===== src/rtbnh_pkg.sv =====
package rtbnh_pkg;

  localparam int DEF_TABLE_ENTRIES = 64;
  localparam int DEF_NODE_BITS     = 8;
  localparam int DEF_COST_BITS     = 24;

  localparam int NODE_W  = 8;
  localparam int COST_W  = 24;
  localparam int DELTA_W = 25;
  localparam int COUNT_W = 7;

  localparam logic [COUNT_W-1:0] COUNT_MAX = '1;

  typedef enum logic [2:0] {
    OP_ADD    = 3'd0,
    OP_DELETE = 3'd1,
    OP_UPDATE = 3'd2,
    OP_LOOKUP = 3'd3,
    OP_BEST   = 3'd4
  } op_e;

  typedef enum logic [1:0] {
    STATUS_OK   = 2'd0,
    STATUS_DUP  = 2'd1,
    STATUS_FULL = 2'd2,
    STATUS_MISS = 2'd3
  } status_e;

endpackage


===== src/rtbnh_ram.sv =====
module rtbnh_ram #(
  parameter int WIDTH = 8,
  parameter int DEPTH = 64
) (
  input  logic                     clk_i,
  input  logic                     wr_en_i,
  input  logic [$clog2(DEPTH)-1:0] wr_addr_i,
  input  logic [WIDTH-1:0]         wr_data_i,
  input  logic                     rd_en_i,
  input  logic [$clog2(DEPTH)-1:0] rd_addr_i,
  output logic [WIDTH-1:0]         rd_data_o
);

  logic [WIDTH-1:0] mem [DEPTH];

  always_ff @(posedge clk_i) begin
    if (wr_en_i) begin
      mem[wr_addr_i] <= wr_data_i;
    end
    if (rd_en_i) begin
      rd_data_o <= mem[rd_addr_i];
    end
  end

endmodule


===== src/route_table_best_next_hop.sv =====
// Routing table with best next hop selection.
// Input channel: in_valid_i / in_stall_o carry one operation word (add,
// delete, cost update via neighbor, exact lookup, best route). Output
// channel: out_valid_o / out_stall_i carry exactly one result word for each
// input word, in order.
// Every table operation scans the whole entry memory once, one entry per
// cycle through the read port of a single RAM, and the next word is only
// taken after the current word has been scanned and its result posted;
// unused op codes skip the scan.
// Matching entries are rewritten through the write port during the scan;
// an add writes its free slot when the result is posted.
// The result sits in an output register, so the next input word is taken
// while the previous result still waits; if the receiver stalls, the next
// result is held inside until the output register frees up.
// After reset the block runs a clearing pass over every entry of the entry
// memory and keeps in_stall_o high until it is done.
module route_table_best_next_hop
  import rtbnh_pkg::*;
#(
  parameter int TABLE_ENTRIES = DEF_TABLE_ENTRIES,
  parameter int NODE_BITS     = DEF_NODE_BITS,
  parameter int COST_BITS     = DEF_COST_BITS
) (
  input  logic                      clk_i,
  input  logic                      rst_ni,
  input  logic                      in_valid_i,
  output logic                      in_stall_o,
  input  logic [2:0]                op_i,
  input  logic [NODE_W-1:0]         neighbor_i,
  input  logic [NODE_W-1:0]         destination_i,
  input  logic [COST_W-1:0]         link_cost_in_i,
  input  logic [COST_W-1:0]         total_cost_in_i,
  input  logic signed [DELTA_W-1:0] cost_delta_i,
  output logic                      out_valid_o,
  input  logic                      out_stall_i,
  output logic [1:0]                status_o,
  output logic                      found_o,
  output logic [NODE_W-1:0]         next_hop_o,
  output logic [NODE_W-1:0]         route_destination_o,
  output logic [COST_W-1:0]         route_link_cost_o,
  output logic [COST_W-1:0]         route_total_cost_o,
  output logic [COUNT_W-1:0]        updated_count_o
);

  localparam int IdxW = $clog2(TABLE_ENTRIES);
  localparam int KeyW = 2 * NODE_BITS;
  localparam int EntW = 1 + KeyW + 2 * COST_BITS;
  localparam logic [IdxW-1:0] LastIdx = IdxW'(TABLE_ENTRIES - 1);

  typedef enum logic [1:0] {
    ST_CLEAR,
    ST_IDLE,
    ST_SCAN,
    ST_FINISH
  } state_e;

  state_e state_q, state_d;

  logic [IdxW-1:0]      clr_q, clr_d;
  logic [IdxW-1:0]      iss_q, iss_d;
  logic [IdxW-1:0]      di_q, di_d;
  logic                 dv_q, dv_d;
  op_e                  op_q, op_d;
  logic [KeyW-1:0]      key_q, key_d;
  logic [COST_BITS-1:0] lc_q, lc_d;
  logic [COST_BITS-1:0] tc_q, tc_d;
  logic [COST_BITS:0]   delta_q, delta_d;
  logic                 hit_q, hit_d;
  logic                 free_ok_q, free_ok_d;
  logic [IdxW-1:0]      free_idx_q, free_idx_d;
  logic [KeyW-1:0]      best_key_q, best_key_d;
  logic [COST_BITS-1:0] best_lc_q, best_lc_d;
  logic [COST_BITS-1:0] best_tc_q, best_tc_d;
  logic [COUNT_W-1:0]   count_q, count_d;

  logic                 out_valid_q, out_valid_d;
  logic [1:0]           status_q, status_d;
  logic                 found_q, found_d;
  logic [NODE_W-1:0]    hop_q, hop_d;
  logic [NODE_W-1:0]    dst_q, dst_d;
  logic [COST_W-1:0]    olc_q, olc_d;
  logic [COST_W-1:0]    otc_q, otc_d;
  logic [COUNT_W-1:0]   ucnt_q, ucnt_d;

  logic                 rd_en;
  logic [IdxW-1:0]      rd_addr;
  logic [EntW-1:0]      rd_data;
  logic                 wr_en;
  logic [IdxW-1:0]      wr_addr;
  logic [EntW-1:0]      wr_data;

  logic [NODE_BITS+NODE_W-1:0]  nb_ext, ds_ext;
  logic [COST_BITS+COST_W-1:0]  lc_ext, tc_ext;
  logic [COST_BITS+DELTA_W-1:0] dl_ext;
  logic [NODE_BITS+NODE_W-1:0]  hop_ext, dst_ext;
  logic [COST_BITS+COST_W-1:0]  olc_ext, otc_ext;

  logic                 ent_v;
  logic [KeyW-1:0]      ent_key;
  logic [NODE_BITS-1:0] ent_nb, ent_ds;
  logic [COST_BITS-1:0] ent_lc, ent_tc;
  logic [COST_BITS+1:0] sum;
  logic [COST_BITS-1:0] new_tc;
  logic                 key_match, nb_match, ds_match, better;

  rtbnh_ram #(
    .WIDTH (EntW),
    .DEPTH (TABLE_ENTRIES)
  ) u_ram (
    .clk_i     (clk_i),
    .wr_en_i   (wr_en),
    .wr_addr_i (wr_addr),
    .wr_data_i (wr_data),
    .rd_en_i   (rd_en),
    .rd_addr_i (rd_addr),
    .rd_data_o (rd_data)
  );

  assign nb_ext = {{NODE_BITS{1'b0}}, neighbor_i};
  assign ds_ext = {{NODE_BITS{1'b0}}, destination_i};
  assign lc_ext = {{COST_BITS{1'b0}}, link_cost_in_i};
  assign tc_ext = {{COST_BITS{1'b0}}, total_cost_in_i};
  assign dl_ext = {{COST_BITS{1'b0}}, cost_delta_i};

  assign hop_ext = {{NODE_W{1'b0}}, best_key_q[KeyW-1 -: NODE_BITS]};
  assign dst_ext = {{NODE_W{1'b0}}, best_key_q[NODE_BITS-1:0]};
  assign olc_ext = {{COST_W{1'b0}}, best_lc_q};
  assign otc_ext = {{COST_W{1'b0}}, best_tc_q};

  assign ent_v   = rd_data[EntW-1];
  assign ent_key = rd_data[EntW-2 -: KeyW];
  assign ent_nb  = ent_key[KeyW-1 -: NODE_BITS];
  assign ent_ds  = ent_key[NODE_BITS-1:0];
  assign ent_lc  = rd_data[2*COST_BITS-1 -: COST_BITS];
  assign ent_tc  = rd_data[COST_BITS-1:0];

  assign sum = {2'b00, ent_tc} + {delta_q[COST_BITS], delta_q};

  always_comb begin
    if (sum[COST_BITS+1]) begin
      new_tc = '0;
    end else if (sum[COST_BITS]) begin
      new_tc = '1;
    end else begin
      new_tc = sum[COST_BITS-1:0];
    end
  end

  assign key_match = ent_v && (ent_key == key_q);
  assign nb_match  = ent_v && (ent_nb == key_q[KeyW-1 -: NODE_BITS]);
  assign ds_match  = ent_v && (ent_ds == key_q[NODE_BITS-1:0]);
  assign better    = !hit_q || (ent_tc < best_tc_q) ||
                     ((ent_tc == best_tc_q) && (ent_nb < best_key_q[KeyW-1 -: NODE_BITS]));

  always_comb begin
    state_d     = state_q;
    clr_d       = clr_q;
    iss_d       = iss_q;
    di_d        = di_q;
    dv_d        = dv_q;
    op_d        = op_q;
    key_d       = key_q;
    lc_d        = lc_q;
    tc_d        = tc_q;
    delta_d     = delta_q;
    hit_d       = hit_q;
    free_ok_d   = free_ok_q;
    free_idx_d  = free_idx_q;
    best_key_d  = best_key_q;
    best_lc_d   = best_lc_q;
    best_tc_d   = best_tc_q;
    count_d     = count_q;
    out_valid_d = out_valid_q && out_stall_i;
    status_d    = status_q;
    found_d     = found_q;
    hop_d       = hop_q;
    dst_d       = dst_q;
    olc_d       = olc_q;
    otc_d       = otc_q;
    ucnt_d      = ucnt_q;
    rd_en       = 1'b0;
    rd_addr     = iss_q;
    wr_en       = 1'b0;
    wr_addr     = di_q;
    wr_data     = rd_data;

    unique case (state_q)
      ST_CLEAR: begin
        wr_en   = 1'b1;
        wr_addr = clr_q;
        wr_data = '0;
        if (clr_q == LastIdx) begin
          state_d = ST_IDLE;
        end else begin
          clr_d = clr_q + 1'b1;
        end
      end

      ST_IDLE: begin
        if (in_valid_i) begin
          op_d      = op_e'(op_i);
          key_d     = {nb_ext[NODE_BITS-1:0], ds_ext[NODE_BITS-1:0]};
          lc_d      = lc_ext[COST_BITS-1:0];
          tc_d      = tc_ext[COST_BITS-1:0];
          delta_d   = dl_ext[COST_BITS:0];
          iss_d     = '0;
          dv_d      = 1'b0;
          hit_d     = 1'b0;
          free_ok_d = 1'b0;
          count_d   = '0;
          if (op_i == OP_ADD || op_i == OP_DELETE || op_i == OP_UPDATE ||
              op_i == OP_LOOKUP || op_i == OP_BEST) begin
            state_d = ST_SCAN;
          end else begin
            state_d = ST_FINISH;
          end
        end
      end

      ST_SCAN: begin
        rd_en = 1'b1;
        dv_d  = 1'b1;
        di_d  = iss_q;
        if (iss_q != LastIdx) begin
          iss_d = iss_q + 1'b1;
        end
        if (dv_q) begin
          unique case (op_q)
            OP_ADD: begin
              if (key_match) begin
                hit_d = 1'b1;
              end
              if (!ent_v && !free_ok_q) begin
                free_ok_d  = 1'b1;
                free_idx_d = di_q;
              end
            end
            OP_DELETE: begin
              if (key_match) begin
                hit_d   = 1'b1;
                wr_en   = 1'b1;
                wr_data = {1'b0, rd_data[EntW-2:0]};
              end
            end
            OP_UPDATE: begin
              if (nb_match) begin
                wr_en   = 1'b1;
                wr_data = {1'b1, ent_key, lc_q, new_tc};
                if (count_q != COUNT_MAX) begin
                  count_d = count_q + 1'b1;
                end
              end
            end
            OP_LOOKUP: begin
              if (key_match && !hit_q) begin
                hit_d      = 1'b1;
                best_key_d = ent_key;
                best_lc_d  = ent_lc;
                best_tc_d  = ent_tc;
              end
            end
            OP_BEST: begin
              if (ds_match && better) begin
                hit_d      = 1'b1;
                best_key_d = ent_key;
                best_lc_d  = ent_lc;
                best_tc_d  = ent_tc;
              end
            end
            default: begin
            end
          endcase
          if (di_q == LastIdx) begin
            state_d = ST_FINISH;
          end
        end
      end

      ST_FINISH: begin
        if (!out_valid_q || !out_stall_i) begin
          out_valid_d = 1'b1;
          status_d    = STATUS_OK;
          found_d     = 1'b0;
          hop_d       = '0;
          dst_d       = '0;
          olc_d       = '0;
          otc_d       = '0;
          ucnt_d      = '0;
          unique case (op_q)
            OP_ADD: begin
              if (hit_q) begin
                status_d = STATUS_DUP;
              end else if (!free_ok_q) begin
                status_d = STATUS_FULL;
              end else begin
                wr_en   = 1'b1;
                wr_addr = free_idx_q;
                wr_data = {1'b1, key_q, lc_q, tc_q};
              end
            end
            OP_DELETE: begin
              if (!hit_q) begin
                status_d = STATUS_MISS;
              end
            end
            OP_UPDATE: begin
              ucnt_d = count_q;
            end
            OP_LOOKUP, OP_BEST: begin
              if (hit_q) begin
                found_d = 1'b1;
                hop_d   = hop_ext[NODE_W-1:0];
                dst_d   = dst_ext[NODE_W-1:0];
                olc_d   = olc_ext[COST_W-1:0];
                otc_d   = otc_ext[COST_W-1:0];
              end else begin
                status_d = STATUS_MISS;
              end
            end
            default: begin
            end
          endcase
          state_d = ST_IDLE;
        end
      end
    endcase
  end

  always_ff @(posedge clk_i or negedge rst_ni) begin
    if (!rst_ni) begin
      state_q     <= ST_CLEAR;
      clr_q       <= '0;
      iss_q       <= '0;
      di_q        <= '0;
      dv_q        <= 1'b0;
      op_q        <= OP_ADD;
      key_q       <= '0;
      lc_q        <= '0;
      tc_q        <= '0;
      delta_q     <= '0;
      hit_q       <= 1'b0;
      free_ok_q   <= 1'b0;
      free_idx_q  <= '0;
      best_key_q  <= '0;
      best_lc_q   <= '0;
      best_tc_q   <= '0;
      count_q     <= '0;
      out_valid_q <= 1'b0;
      status_q    <= STATUS_OK;
      found_q     <= 1'b0;
      hop_q       <= '0;
      dst_q       <= '0;
      olc_q       <= '0;
      otc_q       <= '0;
      ucnt_q      <= '0;
    end else begin
      state_q     <= state_d;
      clr_q       <= clr_d;
      iss_q       <= iss_d;
      di_q        <= di_d;
      dv_q        <= dv_d;
      op_q        <= op_d;
      key_q       <= key_d;
      lc_q        <= lc_d;
      tc_q        <= tc_d;
      delta_q     <= delta_d;
      hit_q       <= hit_d;
      free_ok_q   <= free_ok_d;
      free_idx_q  <= free_idx_d;
      best_key_q  <= best_key_d;
      best_lc_q   <= best_lc_d;
      best_tc_q   <= best_tc_d;
      count_q     <= count_d;
      out_valid_q <= out_valid_d;
      status_q    <= status_d;
      found_q     <= found_d;
      hop_q       <= hop_d;
      dst_q       <= dst_d;
      olc_q       <= olc_d;
      otc_q       <= otc_d;
      ucnt_q      <= ucnt_d;
    end
  end

  assign in_stall_o          = (state_q != ST_IDLE);
  assign out_valid_o         = out_valid_q;
  assign status_o            = status_q;
  assign found_o             = found_q;
  assign next_hop_o          = hop_q;
  assign route_destination_o = dst_q;
  assign route_link_cost_o   = olc_q;
  assign route_total_cost_o  = otc_q;
  assign updated_count_o     = ucnt_q;

endmodule


===== config.mk =====
export PLATFORM = sky130hd
export DESIGN_NAME = route_table_best_next_hop
export DESIGN_NICKNAME = d
export VERILOG_FILES = /design/src/rtbnh_pkg.sv /design/src/rtbnh_ram.sv /design/src/route_table_best_next_hop.sv
export SDC_FILE = /design/constraint.sdc
export NUM_CORES = 2
export LEC_CHECK = 0
export BUFFER_PORTS_ARGS = -buffer_cell sky130_fd_sc_hd__buf_2
export CAP_MARGIN = 10
export CORE_ASPECT_RATIO = 1.25
export CORE_MARGIN = 4
export CORE_UTILIZATION = 50
export CTS_CLUSTER_DIAMETER = 30
export CTS_CLUSTER_SIZE = 8
export DETAILED_ROUTE_END_ITERATION = 8
export PLACE_DENSITY = 0.67
export SYNTH_ARGS = -nofsm -noshare
export SYNTH_HDL_FRONTEND = slang
export SYNTH_HIERARCHICAL = 1
export SYNTH_MEMORY_MAX_BITS = 65536
export SYNTH_SLANG_ARGS = --single-unit

===== constraint.sdc =====
create_clock -name clk_i -period 10.5 [get_ports clk_i]
set_clock_uncertainty 0.1 [all_clocks]
set_input_delay 0 -clock clk_i [delete_from_list [all_inputs] [get_ports clk_i]]
set_output_delay 0 -clock clk_i [all_outputs]
set_load 0.05 [all_outputs]

==> run summary <==
The run finished, with violations left. The final reports fail on design-rule violations. The floorplan has 241 rows. The path class of the tightest hold or removal check is in2reg.

Most frequently used cell type in the post-synthesis netlist: edfxtp_1. The top cell type's share of synthesized area was 0.7312; the number of levels in the clock H-tree was 6. The tools report the total standard cell area after synthesis as 173,500 um^2.

The run gives 0.2704 mV as the worst IR drop on VDD. The fraction of final layout cells sized beyond drive strength 1 works out to 0.2850. The logs give 1 for the number of design rule violations left after detail routing and 4,492 for the number of sinks driven by the clock tree. Setup violations remaining at the end of the flow were counted as 0. The proportion of synthesized flip-flops having asynchronous set or reset was 0.05944; the weighted congestion reported at the end of routability-driven placement was 0.8928.

The worst setup slack for register-to-register paths is 4.30 ns, and the arrival time at the worst endpoint is 6.63 ns. Measured along the x axis, the die boundary spans 534.9 um. Buffers inserted during clock tree synthesis total 700.

In this run the remaining antenna-violating nets after routing total 0. The worst slew slack as a fraction of its limit came out at 0.1369. The signal on the critical path passes through or3_1, nand4bb_1, a22o_1, a222oi_1, inv_1, or3b_2, or2_2, nor2_4, buf_4. For the placeable core region, the log shows 345,300 um^2.

The commonest cells after synthesis are edfxtp_1 (4,225), mux4_2 (1,040), dfrtp_1 (267), nand2_1 (238), nand3_1 (196). For this run, the slowest stage of the critical path takes 0.80 ns. Entering global routing, the biggest net connects 123 pins.

The run gives 65.13 nW as the standby leakage power. The worst setup path is captured at a flop. After clock tree synthesis, the clock-pin slew on the worst setup and hold paths is 0.04 ns. The type of element launching the critical path is a flop. In this run the post-CTS setup repair buffer count came out at 0.

Clock latency on the worst-skew pair, taken at its later pin, is 0.96 ns. Broken down by cell family, the worst path's largest delay share belongs to simple AND/OR/NAND/NOR gates. The pre-antenna-repair detailed-routing pass consisted of 8 iterations.

The tools report the required time at the endpoint of the critical path as 10.93 ns. After detailed routing, the wire length on met1 is 174.4 mm. The synthesized design contains 4,492 register bits. After synthesis, the cell types taking the most area are edfxtp_1 (73%), mux4_2 (13%), dfrtp_1 (3.9%), mux2_2 (0.95%), mux2i_1 (0.80%). Subtracting the final worst setup slack from the clock period gives 6.201 ns. The routed design uses 231.7 mm of met2 wire. Transition time at the pin with the least slew margin: 1.295 ns. The per-instance average area after synthesis was 21.54 um^2; the via count was 90,080. The logs give 0 for the final hold violation count and 271.3 mm for the half-perimeter wire length after detailed placement. The tree is rooted in a clkbuf_16. The filler cells instantiated in the layout total 23,870.

The critical path contains buffers and inverters numbering 2 combined. The tool flagged a number of max-cap violations equal to 0. The floorplan step set the die height to 666.6 um. During I/O placement, the number of pins put on the boundary was 172. No sink is reached through more buffers than the 4 on the longest clock path.

The wire length on met3 was 53.78 mm; the register area share after synthesis was 0.7697. The netlist uses 67 different library cells. The via count of the first global-routing pass came out at 92,440. The number of nets in the synthesized netlist is 8,217. The area growth from synthesis to layout was 17.25%; the per-cell routed wire length was 34.68 um. After detailed routing, the total wire length is 481.6 mm. For the synthesized instance count, the log shows 8,057.

The synthesized design contains 4,225 enable-type register cells. The detailed router finished its first iteration with 12,900 violations. The die covers 356,600 um^2. The net count of the finished layout is 9,087. Signal routing reaches up to met5. The final clock period utilization by the worst path is 0.5906, and the initial antenna violation count is 35.

The tools report the global-route usage over all layers as 0.2695. Most used flip-flop cell after synthesis: edfxtp_1. For this run, the number of Yosys warnings is 6.

On the critical path, the stage with the largest delay is an instance of nor2_4. The initial core utilization was 0.5025. The post-route worst hold slack was 0.1185 ns; the first-pass GRT wire length was 686.6 mm. TritonCTS built the clock tree. Setup repair after global routing left no endpoint under its margin. For this run, the top clock speed supported by timing is 0.1613 GHz.

The worst setup path is of the reg2reg kind. The synthesized design spends more area on one cell type than any other, namely edfxtp_1. The final design utilization was 0.5892.

Summed over all failing endpoints, the final setup total negative slack is 0 ns. The count of port buffers added during placement was 171; the ratio of total power to cell area was 283.8 nW/um^2. The final number of max-transition violations is 0.

The via density per instance is 6.486, and the aggregate global routing overflow is 0. Along the worst path, the maximum fanout reaches 43.
[placed cells by master (no fill, tap or decap), types with 24 or more instances in the layout]
cell / count
a21oi_1: 43
a22o_1: 86
a22oi_1: 152
a41oi_1: 29
buf_2: 170
buf_4: 211
bufinv_16: 24
clkbuf_1: 146
clkbuf_16: 715
clkinv_1: 53
clkinv_2: 35
dfrtp_1: 262
dlygate4sd3_1: 218
edfxtp_1: 4225
ha_1: 62
inv_1: 72
mux2_2: 146
mux2i_1: 139
mux4_2: 1040
nand2_1: 231
nand3_1: 195
nand4_1: 105
nor2_1: 116
nor2_4: 65
nor2b_1: 26
o21ai_0: 66
o221ai_1: 38
o22ai_1: 86
or2_2: 35
or3_1: 36
xnor2_1: 25
[per-stage QoR]
| stage | power (mW) | worst slack [ns] | instance area, um^2 | std cells |
|---|---|---|---|---|
| 3_3_place_gp | 36.88 | 4.667 | 180800 | 12620 |
| 3_5_place_dp | 37.27 | 4.437 | 180800 | 12620 |
| 4_1_cts | 57.78 | 4.438 | 203400 | 13880 |
| 5_1_grt | 59.40 | 4.101 | 203400 | 13880 |
| 2_1_floorplan | 31.45 | 2.022 | 173500 | 8057 |
| 6_report | 57.73 | 4.299 | 203400 | 13890 |
[final cells by class]
class,count,area (um^2),share of cell area
antenna,11,27.53,0.0001353
tap,4617,5777,0.02840
inverter,72,270.3,0.001328
multi-input combinational,3041,38370,0.1886
sequential,4492,133600,0.6566
clock buffer,869,18550,0.09118
clock inverter,166,1836,0.009022
timing repair buffer,620,5040,0.02477
[worst min-delay path: stages]
cell and delay (ns):
dlygate4sd3_1 0.54, buf_2 0.15, o211ai_1 0.15, nand3_1 0.11
nor2_1 0.04, a21oi_1 0.11
[state kept, by name (all words and copies together), names as in the netlist, 3 cells and up]
register             flops
free_idx_q               6
updated_count_o          7
op_q                     3
key_q                   16
route_destination_o      8
iss_q                    6
route_total_cost_o      24
best_tc_q               24
u_ram/mem             4160
tc_q                    24
count_q                  7
u_ram/rd_data_o         65
di_q                     6
next_hop_o               8
best_lc_q               24
route_link_cost_o       24
lc_q                    24
delta_q                 25
best_key_q              16
clr_q                    6
[worst paths after layout]
check	end	from	cells past startpoint
worst max-delay path	u_ram/mem[18][40]$_DFFE_PP_	op_q[2]$_DFFE_PN0P_	9
worst min-delay path	state_q[0]$_DFFE_PN0P_	op_i[1]	6
worst max register to register	u_ram/mem[18][40]$_DFFE_PP_	op_q[2]$_DFFE_PN0P_	9
worst min register to register	found_o$_DFFE_PN0P_	found_o$_DFFE_PN0P_	1
max in group asynchronous	iss_q[2]$_DFFE_PN0P_	rst_ni	4
min in group asynchronous	route_destination_o[7]$_DFFE_PN0P_	rst_ni	4
[power breakdown]
group	internal, mW	switching [mW]
registers	23.7	0.491
clock network	12.9	7.56
logic	3.67	9.42
[timing repair]
| action | in CTS | in global routing |
|---|---|---|
| endpoints found under the hold margin | 239 | 0 |
| resized for setup | 0 | 0 |
| hold buffers | 219 | 0 |
[per-layer routing]
| metal | vias up | track usage |
|---|---|---|
| met5 | - | 0 |
| met4 | 24 | 0.1116 |
| met3 | 976 | 0.06401 |
| met2 | 5707 | 0.4258 |
| met1 | 47860 | 0.3639 |
| li1 | 35520 | - |
[logic make-up (layout without fill, tap and decap cells)]
logic type	count (synthesis)	in the layout	share of synthesized area
flops	4492	4492	0.7697
buf+inv	524	1727	0.01488
mux	1348	1348	0.1545
xor+xnor	47	47	0.002416
compound gates	690	690	0.02901
simple gates	892	892	0.02485
other cells	0	11	0
fa+ha+maj	64	64	0.004658
No activity file was read; power rests on OpenSTA's default activity.
